`config.mk`:
```
export PLATFORM = sky130hd
export DESIGN_NAME = fit_policy_block_allocator_flat
export DESIGN_NICKNAME = d
export VERILOG_FILES = /design/src/fpba_pkg.sv /design/src/fpba_req_if.sv /design/src/fpba_rsp_if.sv /design/src/fpba_cell.sv /design/src/fit_policy_block_allocator.sv /design/src/flat_wrapper.sv
export SDC_FILE = /design/constraint.sdc
export NUM_CORES = 2
export LEC_CHECK = 0
export BUFFER_PORTS_ARGS = -buffer_cell sky130_fd_sc_hd__buf_2
export CAP_MARGIN = 25
export CORE_MARGIN = 8
export CORE_UTILIZATION = 45
export CTS_BUF_LIST = sky130_fd_sc_hd__clkbuf_4 sky130_fd_sc_hd__clkbuf_8
export DETAILED_ROUTE_END_ITERATION = 8
export GPL_TIMING_DRIVEN = 0
export HOLD_SLACK_MARGIN = 0.02
export PLACE_DENSITY = 0.71
export SLEW_MARGIN = 0
export SYNTH_ARGS = -nofsm -noshare
export SYNTH_HDL_FRONTEND = slang
export SYNTH_SLANG_ARGS = --single-unit
```
`constraint.sdc`:
```
create_clock -name clk -period 40.5 [get_ports clk]
set_clock_uncertainty 0.1 [all_clocks]
set_input_delay 2.025 -clock clk [delete_from_list [all_inputs] [get_ports clk]]
set_output_delay 2.025 -clock clk [all_outputs]
set_load 0.02 [all_outputs]
```
`src/fpba_pkg.sv`:
```
// fpba_pkg: shared types and codes for the fit-policy block allocator
// words on the request and result channels, cell probe and write command
// no dependencies
package fpba_pkg;

  localparam int AMT_W     = 16;  // amount and remaining fields
  localparam int BIDX_W    = 4;   // block_index and chosen_block fields
  localparam int CAP_W_MAX = 32;  // widest capacity a cell may hold
  localparam int IDX_W_MAX = 8;   // widest cell index
  localparam int BCNT_W    = 5;   // block_count register
  localparam int CFG_W     = 5;   // widest configuration register
  localparam int CFG_IDX_W = 1;

  localparam logic KIND_LOAD = 1'b0;
  localparam logic KIND_REQ  = 1'b1;

  localparam logic [1:0] ST_LOAD  = 2'd0;
  localparam logic [1:0] ST_GRANT = 2'd1;
  localparam logic [1:0] ST_MISS  = 2'd2;

  localparam logic [CFG_IDX_W-1:0] REG_POLICY      = 1'b0;
  localparam logic [CFG_IDX_W-1:0] REG_BLOCK_COUNT = 1'b1;

  typedef enum logic [1:0] {
    POL_FIRST = 2'd0,
    POL_BEST  = 2'd1,
    POL_WORST = 2'd2,
    POL_NEXT  = 2'd3
  } policy_t;

  typedef enum logic [1:0] {
    S_IDLE,
    S_SCAN,
    S_DONE
  } ctl_state_t;

  typedef struct packed {
    logic              kind;
    logic [BIDX_W-1:0] block_index;
    logic [AMT_W-1:0]  amount;
  } req_word_t;

  typedef struct packed {
    logic [1:0]        status;
    logic [BIDX_W-1:0] chosen_block;
    logic [AMT_W-1:0]  remaining;
  } rsp_word_t;

  // search record walking down the cell row, one cell per cycle
  // candidate a: first/best/worst fit, or next fit at or after the pointer
  // candidate b: next fit below the pointer (wrap-around)
  typedef struct packed {
    logic                 valid;
    policy_t              policy;
    logic [AMT_W-1:0]     size;
    logic [IDX_W_MAX-1:0] ptr;
    logic [IDX_W_MAX:0]   lim;
    logic                 hit_a;
    logic [IDX_W_MAX-1:0] idx_a;
    logic [CAP_W_MAX-1:0] cap_a;
    logic                 hit_b;
    logic [IDX_W_MAX-1:0] idx_b;
    logic [CAP_W_MAX-1:0] cap_b;
  } probe_t;

  typedef struct packed {
    logic                 en;
    logic [IDX_W_MAX-1:0] index;
    logic [CAP_W_MAX-1:0] value;
  } wr_cmd_t;

endpackage

```
`src/fpba_req_if.sv`:
```
// fpba_req_if: request channel of the fit-policy block allocator
// valid/ready handshake carrying one req_word_t; depends on fpba_pkg
interface fpba_req_if
  import fpba_pkg::*;
();
  logic      valid;
  logic      ready;
  req_word_t data;

  modport source (output valid, output data, input ready);
  modport sink (input valid, input data, output ready);
endinterface

```
`src/fpba_rsp_if.sv`:
```
// fpba_rsp_if: result channel of the fit-policy block allocator
// valid/ready handshake carrying one rsp_word_t; depends on fpba_pkg
interface fpba_rsp_if
  import fpba_pkg::*;
();
  logic      valid;
  logic      ready;
  rsp_word_t data;

  modport source (output valid, output data, input ready);
  modport sink (input valid, input data, output ready);
endinterface

```
`src/fpba_cell.sv`:
```
// fpba_cell: one block of the allocator; holds its remaining capacity,
// updates the passing search record and hands it on to the next cell
// depends on fpba_pkg
module fpba_cell
  import fpba_pkg::*;
#(
  parameter int IDX       = 0,
  parameter int SIZE_BITS = 16
) (
  input  logic    clk,
  input  logic    rst,
  input  probe_t  pin,
  output probe_t  pout,
  input  wr_cmd_t wr
);

  logic [SIZE_BITS-1:0] cap;
  logic [CAP_W_MAX-1:0] cap_ext;
  logic [IDX_W_MAX-1:0] my_idx;
  logic                 in_use;
  logic                 fits;
  probe_t               pnext;

  assign cap_ext = CAP_W_MAX'(cap);
  assign my_idx  = IDX_W_MAX'(IDX);
  assign in_use  = (IDX_W_MAX + 1)'(IDX) < pin.lim;
  assign fits    = in_use && (cap_ext >= CAP_W_MAX'(pin.size));

  always_comb begin
    pnext = pin;
    unique case (pin.policy)
      POL_FIRST: begin
        if (fits && !pin.hit_a) begin
          pnext.hit_a = 1'b1;
          pnext.idx_a = my_idx;
          pnext.cap_a = cap_ext;
        end
      end
      POL_BEST: begin
        // strict compare keeps the lowest index on ties
        if (fits && (!pin.hit_a || cap_ext < pin.cap_a)) begin
          pnext.hit_a = 1'b1;
          pnext.idx_a = my_idx;
          pnext.cap_a = cap_ext;
        end
      end
      POL_WORST: begin
        if (fits && (!pin.hit_a || cap_ext > pin.cap_a)) begin
          pnext.hit_a = 1'b1;
          pnext.idx_a = my_idx;
          pnext.cap_a = cap_ext;
        end
      end
      POL_NEXT: begin
        if (fits && my_idx >= pin.ptr && !pin.hit_a) begin
          pnext.hit_a = 1'b1;
          pnext.idx_a = my_idx;
          pnext.cap_a = cap_ext;
        end
        if (fits && my_idx < pin.ptr && !pin.hit_b) begin
          pnext.hit_b = 1'b1;
          pnext.idx_b = my_idx;
          pnext.cap_b = cap_ext;
        end
      end
      default: begin
        pnext = pin;
      end
    endcase
  end

  always_ff @(posedge clk) begin
    if (rst) begin
      pout.valid <= 1'b0;
    end else begin
      pout <= pnext;
    end
  end

  always_ff @(posedge clk) begin
    if (rst) begin
      cap <= '0;
    end else if (wr.en && wr.index == my_idx) begin
      cap <= wr.value[SIZE_BITS-1:0];
    end
  end

endmodule

```
`src/fit_policy_block_allocator.sv`:
```
// fit_policy_block_allocator: top level; control, configuration registers
// and the row of fpba_cell blocks; depends on fpba_pkg, fpba_req_if,
// fpba_rsp_if and fpba_cell
//
// Keeps the remaining capacity of up to BLOCKS memory blocks, one per cell
// in a row. A load word writes one block (saturated to SIZE_BITS) and sends
// the next-fit pointer back to block 0; an index outside the row writes no
// block. A request word launches a search record into cell 0 which moves
// one cell per cycle, each cell applying the configured policy (first, best,
// worst or next fit); the record leaving the last cell is captured and then
// the result is registered. The chosen block
// is written back as the result is registered. One word is in flight at a
// time; the next one is accepted in the cycle after a result is registered,
// even while that result still waits to be taken.
// Configuration is written through cfg_we/cfg_index/cfg_wdata; the user must
// write it only while idle, which the block itself does not enforce.
module fit_policy_block_allocator
  import fpba_pkg::*;
#(
  parameter int BLOCKS    = 16,
  parameter int SIZE_BITS = 16
) (
  input  logic                 clk,
  input  logic                 rst,
  input  logic                 cfg_we,
  input  logic [CFG_IDX_W-1:0] cfg_index,
  input  logic [CFG_W-1:0]     cfg_wdata,
  fpba_req_if.sink             req,
  fpba_rsp_if.source           rsp
);

  localparam int IDX_W = $clog2(BLOCKS);
  localparam logic [IDX_W_MAX:0] BLOCKS_LIM = (IDX_W_MAX + 1)'(BLOCKS);
  localparam logic [CAP_W_MAX-1:0] CAP_MAX_EXT =
    CAP_W_MAX'((64'd1 << SIZE_BITS) - 64'd1);

  ctl_state_t state, state_next;

  policy_t              policy;
  logic [BCNT_W-1:0]    block_count;
  logic [IDX_W-1:0]     next_pointer;

  logic                 it_kind;
  logic [BIDX_W-1:0]    it_index;
  logic [AMT_W-1:0]     it_amount;

  logic                 res_hit;
  logic [IDX_W_MAX-1:0] res_idx;
  logic [CAP_W_MAX-1:0] res_cap;

  logic                 out_valid;
  rsp_word_t            out_word;

  logic                 accept;
  logic                 done_fire;
  logic [IDX_W_MAX:0]   lim;
  logic [IDX_W-1:0]     ptr_norm;
  probe_t               launch;
  probe_t               chain [BLOCKS+1];
  probe_t               cend;
  wr_cmd_t              wr;
  rsp_word_t            word;
  logic [CAP_W_MAX-1:0] cap_sat;
  logic [CAP_W_MAX-1:0] diff;
  logic                 in_range;

  assign accept    = req.valid && req.ready;
  assign done_fire = (state == S_DONE) && (!out_valid || rsp.ready);

  assign lim = ((IDX_W_MAX + 1)'(block_count) > BLOCKS_LIM) ? BLOCKS_LIM
             : (IDX_W_MAX + 1)'(block_count);
  assign ptr_norm = ((IDX_W_MAX + 1)'(next_pointer) < lim) ? next_pointer : '0;

  // launch record into cell 0
  always_comb begin
    launch        = '0;
    launch.valid  = accept && (req.data.kind == KIND_REQ);
    launch.policy = policy;
    launch.size   = req.data.amount;
    launch.ptr    = IDX_W_MAX'(ptr_norm);
    launch.lim    = lim;
  end

  assign chain[0] = launch;

  for (genvar g = 0; g < BLOCKS; g++) begin : g_cell
    fpba_cell #(
      .IDX       (g),
      .SIZE_BITS (SIZE_BITS)
    ) u_cell (
      .clk  (clk),
      .rst  (rst),
      .pin  (chain[g]),
      .pout (chain[g+1]),
      .wr   (wr)
    );
  end

  assign cend = chain[BLOCKS];

  // next state
  always_comb begin
    state_next = state;
    unique case (state)
      S_IDLE: begin
        if (accept) begin
          state_next = (req.data.kind == KIND_LOAD) ? S_DONE : S_SCAN;
        end
      end
      S_SCAN: begin
        if (cend.valid) begin
          state_next = S_DONE;
        end
      end
      S_DONE: begin
        if (done_fire) begin
          state_next = S_IDLE;
        end
      end
      default: state_next = S_IDLE;
    endcase
  end

  // outputs: result word and write-back command
  always_comb begin
    cap_sat  = (CAP_W_MAX'(it_amount) > CAP_MAX_EXT) ? CAP_MAX_EXT
             : CAP_W_MAX'(it_amount);
    in_range = (IDX_W_MAX + 1)'(it_index) < BLOCKS_LIM;
    diff     = res_cap - CAP_W_MAX'(it_amount);
    wr       = '0;
    word     = '0;
    req.ready = (state == S_IDLE);
    if (it_kind == KIND_LOAD) begin
      word.status       = ST_LOAD;
      word.chosen_block = it_index;
      word.remaining    = in_range ? cap_sat[AMT_W-1:0] : '0;
      wr.en             = done_fire && in_range;
      wr.index          = IDX_W_MAX'(it_index);
      wr.value          = cap_sat;
    end else if (res_hit) begin
      word.status       = ST_GRANT;
      word.chosen_block = res_idx[BIDX_W-1:0];
      word.remaining    = diff[AMT_W-1:0];
      wr.en             = done_fire;
      wr.index          = res_idx;
      wr.value          = diff;
    end else begin
      word.status       = ST_MISS;
    end
  end

  always_ff @(posedge clk) begin
    if (rst) begin
      state <= S_IDLE;
    end else begin
      state <= state_next;
    end
  end

  // item fields
  always_ff @(posedge clk) begin
    if (accept) begin
      it_kind   <= req.data.kind;
      it_index  <= req.data.block_index;
      it_amount <= req.data.amount;
    end
  end

  // capture the record leaving the last cell
  always_ff @(posedge clk) begin
    if (state == S_SCAN && cend.valid) begin
      if (cend.policy == POL_NEXT && !cend.hit_a) begin
        res_hit <= cend.hit_b;
        res_idx <= cend.idx_b;
        res_cap <= cend.cap_b;
      end else begin
        res_hit <= cend.hit_a;
        res_idx <= cend.idx_a;
        res_cap <= cend.cap_a;
      end
    end
  end

  always_ff @(posedge clk) begin
    if (rst) begin
      next_pointer <= '0;
    end else if (done_fire) begin
      if (it_kind == KIND_LOAD) begin
        next_pointer <= '0;
      end else if (res_hit && policy == POL_NEXT) begin
        next_pointer <= res_idx[IDX_W-1:0];
      end
    end
  end

  always_ff @(posedge clk) begin
    if (rst) begin
      policy      <= POL_FIRST;
      block_count <= BCNT_W'(16);
    end else if (cfg_we) begin
      unique case (cfg_index)
        REG_POLICY:      policy      <= policy_t'(cfg_wdata[1:0]);
        REG_BLOCK_COUNT: block_count <= cfg_wdata[BCNT_W-1:0];
        default: ;
      endcase
    end
  end

  // result register
  always_ff @(posedge clk) begin
    if (rst) begin
      out_valid <= 1'b0;
    end else if (done_fire) begin
      out_valid <= 1'b1;
    end else if (out_valid && rsp.ready) begin
      out_valid <= 1'b0;
    end
  end

  always_ff @(posedge clk) begin
    if (done_fire) begin
      out_word <= word;
    end
  end

  assign rsp.valid = out_valid;
  assign rsp.data  = out_word;

endmodule

```
`src/flat_wrapper.sv`:
```
// flat-port wrapper written by rule: the top's interface ports become plain ports
module fit_policy_block_allocator_flat import fpba_pkg::*;
#(
  parameter int BLOCKS    = 16,
  parameter int SIZE_BITS = 16
)
  (clk, rst, cfg_we, cfg_index, cfg_wdata, req_valid, req_data, req_ready, rsp_valid, rsp_data, rsp_ready);
  fpba_req_if req_i ();
  fpba_rsp_if rsp_i ();
  input  logic clk;
  input  logic rst;
  input  logic cfg_we;
  input  logic [CFG_IDX_W-1:0] cfg_index;
  input  logic [CFG_W-1:0] cfg_wdata;
  input wire logic [$bits(req_i.valid)-1:0] req_valid;
  input wire logic [$bits(req_i.data)-1:0] req_data;
  output wire logic [$bits(req_i.ready)-1:0] req_ready;
  output wire logic [$bits(rsp_i.valid)-1:0] rsp_valid;
  output wire logic [$bits(rsp_i.data)-1:0] rsp_data;
  input wire logic [$bits(rsp_i.ready)-1:0] rsp_ready;
  assign req_i.valid = req_valid;
  assign req_i.data = req_data;
  assign req_ready = req_i.ready;
  assign rsp_valid = rsp_i.valid;
  assign rsp_data = rsp_i.data;
  assign rsp_i.ready = rsp_ready;
  fit_policy_block_allocator #(.BLOCKS(BLOCKS), .SIZE_BITS(SIZE_BITS)) u_core (.clk(clk), .rst(rst), .cfg_we(cfg_we), .cfg_index(cfg_index), .cfg_wdata(cfg_wdata), .req(req_i), .rsp(rsp_i));
endmodule
```
==> results.sh <==
export IMPL_yosys_warnings=0
export IMPL_start_util_pct=45.38
export IMPL_core_area_um2=141800
export IMPL_nets=5753
export IMPL_grtUsageTotal_pct=21.03
export IMPL_vias=40070
export IMPL_crit_fanout=23
export IMPL_synth_area_leaders="edfxtp_1 (52%), ha_1 (10%), dfxtp_1 (8.9%)"
export IMPL_cp_cell_sequence="buf_2, nor2b_1, nor2_4, o21ai_0, nor2_1, nand2_1, nor2_1, clkbuf_1, a211oi_1"
export IMPL_postCtsHoldBufs=0
export IMPL_path_clk_slew_ns=0.07
export IMPL_max_cap_violations=0
export IMPL_place_hpwl_um=128700
export IMPL_clk_latency_ns=0.92
export IMPL_min_period_ns=4.569
export IMPL_power_w=0.003054
export IMPL_end_kind="flip-flop"
export IMPL_antenna_found_initial=12
export IMPL_synth_xor_area_share_pct=0.1225
export IMPL_drtPass1Iterations=5
export IMPL_setup_tns_ns=0
export IMPL_clk_path_buf_depth=3
export IMPL_synth_mux_area_share_pct=8.400
export IMPL_grt_pass1_wl_um=247700
export IMPL_synth_compound_area_share_pct=8.714
export IMPL_syn_instance_count=4906
export IMPL_relSlewSlack_pct=12.54
export IMPL_dp_cells=6879
export IMPL_setup_viol=0
export IMPL_drt_total_wl_um=168500
export IMPL_slew_violations=0
export IMPL_synth_top_family_by_area="adder cells"
export IMPL_crit_family="simple AND/OR/NAND/NOR gates"
export IMPL_cts_post_setup_buffers_inserted=0
export IMPL_synth_simple_area_share_pct=7.838
export IMPL_dieArea_um2=155300
export IMPL_synthArstFlopShare_pct=0
export IMPL_root_buffer="clkbuf_8"
export IMPL_synth_ff_type="edfxtp_1"
export IMPL_clock_fmax_ghz=0.2189
export IMPL_ys_types=95
export IMPL_placement_io_buffers=54
export IMPL_cts_repair_resized=0
export IMPL_synth_edf_count=1105
export IMPL_slowest_delay_ns=0.74
export IMPL_die_h_um=394.1
export IMPL_fin_crit_sh_pct=11.28
export IMPL_synth_area_leader_cell="edfxtp_1"
export IMPL_final_area_um2=72150
export IMPL_drt_iter0_drc=3459
export IMPL_post_drt_wl_per_cell_um=23.13
export IMPL_hold_viol=0
export IMPL_vdd_drop_max_mv=0.03137
export IMPL_worstPathRequired_ns=41.13
export IMPL_yosysMostFrequentCell="edfxtp_1"
export IMPL_syn_nets=5455
export IMPL_clkSinkCount=1391
export IMPL_place_congestion=0.9066
export IMPL_numCtsBuffers=211
export IMPL_worst_pin_slew_ns=1.312
export IMPL_syn_area_um2=64330
export IMPL_row_count=138
export IMPL_ios=56
export IMPL_placed_cell_area_um2=67620
export IMPL_cellPowerDensity_nw_per_um2=42.32
export IMPL_grt_max_degree=77
export IMPL_synth_seq_cells=1391
export IMPL_tritoncts="yes"
export IMPL_overflow=0
export IMPL_die_width_um=394.1
export IMPL_instances_no_fill=7284
export IMPL_h_tree_depth=4
export IMPL_hold_class="flip-flop to flip-flop"
export IMPL_viasPerCell=5.501
export IMPL_ant_nets=0
export IMPL_grt_pass1_vias=40150
export IMPL_areaGrowthSynthToFinish_pct=12.16
export IMPL_leakage_nw=29.84
export IMPL_synth_adder_area_share_pct=10.07
export IMPL_cp_arrival_ns=5.20
export IMPL_rsz0062_at_grt="no"
export IMPL_status="completed"
export IMPL_cpMostUsedCell="nor2_1"
export IMPL_ys_seq_area_share_pct=60.48
export IMPL_drc=0
export IMPL_avgSynthCellArea_um2=13.11
export IMPL_yosys_top_cells_count="edfxtp_1 (1105), inv_1 (558), ha_1 (516)"
export IMPL_slowest_stage="nor2_4"
export IMPL_critPathLaunchType="primary input"
export IMPL_drive_above_1_share_pct=20.01
export IMPL_worst_path_buf_inv=2
export IMPL_synth_top_cell_area_share_pct=51.58
export IMPL_crit_type="primary input to flip-flop"
-- layout by cell type, fill, tap and decap left out, types with 21 or more instances in the layout --
master,n
clkbuf_8,236
nor3_1,106
clkinv_2,37
clkinv_1,27
nand2b_1,66
a21o_1,146
and2_1,48
nand3_1,58
o21a_1,29
nand4_1,77
nor2_1,352
inv_1,558
a21oi_1,152
mux2_2,435
clkbuf_4,81
clkbuf_1,72
or2_2,41
edfxtp_1,1105
nor2b_1,80
o21ai_0,90
nor4_1,21
dfxtp_1,286
a211oi_1,205
buf_2,114
nand2_1,81
ha_1,516
-- routing by layer --
layer | track usage [%] | share of wire (%) | vias to the layer above
met4 | 10.10 | 5.0 | 0
met1 | 25.60 | 40 | 19560
met5 | 0 | 0 | -
li1 | - | - | 18680
met3 | 5.369 | 8.1 | 390
met2 | 34.87 | 47 | 1437
-- final timing paths --
check,slack [ns],startpoint,cells past startpoint,endpoint
hold reg to reg,0.31,u_core.g_cell[14].u_cell.pout[3],0,u_core.g_cell[15].u_cell.pout[3]
setup / recovery,35.93,rsp_ready,9,u_core.g_cell[12].u_cell.cap[4]
setup reg to reg,36.33,u_core.res_cap[0],14,u_core.g_cell[9].u_cell.cap[14]
hold / removal,0.31,u_core.g_cell[14].u_cell.pout[3],0,u_core.g_cell[15].u_cell.pout[3]
-- cells by family after synthesis --
family	Yosys count
buf+inv	709
simple gates	1002
compound gates	802
mux	476
xor+xnor	9
flops	1391
fa+ha+maj	517
-- power breakdown --
| part | internal (W) | switching (W) |
|---|---|---|
| Clock | 0.000667 | 0.000554 |
| Combinational | 0.0000637 | 0.000118 |
| Sequential | 0.00161 | 0.0000368 |
| Total | 0.00235 | 0.000708 |
-- final cells by class --
class	count	area (µm²)
clock buffer	316	3849
sequential	1391	38910
buffer	148	714.4
tap	1890	2365
inverter	561	2106
clock inverter	84	653.1
multi-input combinational	2806	22630
antenna	3	7.507
timing repair buffer	85	917.1
fill	11990	69610
-- sequential cells by signal, summed over array words and instances, names as in the netlist --
signal                     flops
u_core.it_index                4
u_core.res_cap                16
u_core.rsp.data               22
u_core.res_hit                 1
u_core.res_idx                 4
u_core.it_kind                 1
u_core.g_cell.u_cell.cap     256
u_core.g_cell.u_cell.pout   1057
u_core.next_pointer            4
u_core.it_amount              16
u_core.policy                  2
u_core.block_count             5
u_core.state                   2
u_core.rsp.valid               1
-- stage by stage --
stage          utilization [%]  hold WS, ns  setup slack [ns]
2_1_floorplan                -       0.3003             6.930
3_3_place_gp             47.24       0.3006            -3.985
3_5_place_dp             47.70       0.3045             35.16
4_1_cts                  50.88       0.3002             36.13
5_1_grt                  50.89       0.3165             35.69
6_report                 50.90       0.3081             35.93
No activity file was read; power rests on OpenSTA's default activity.
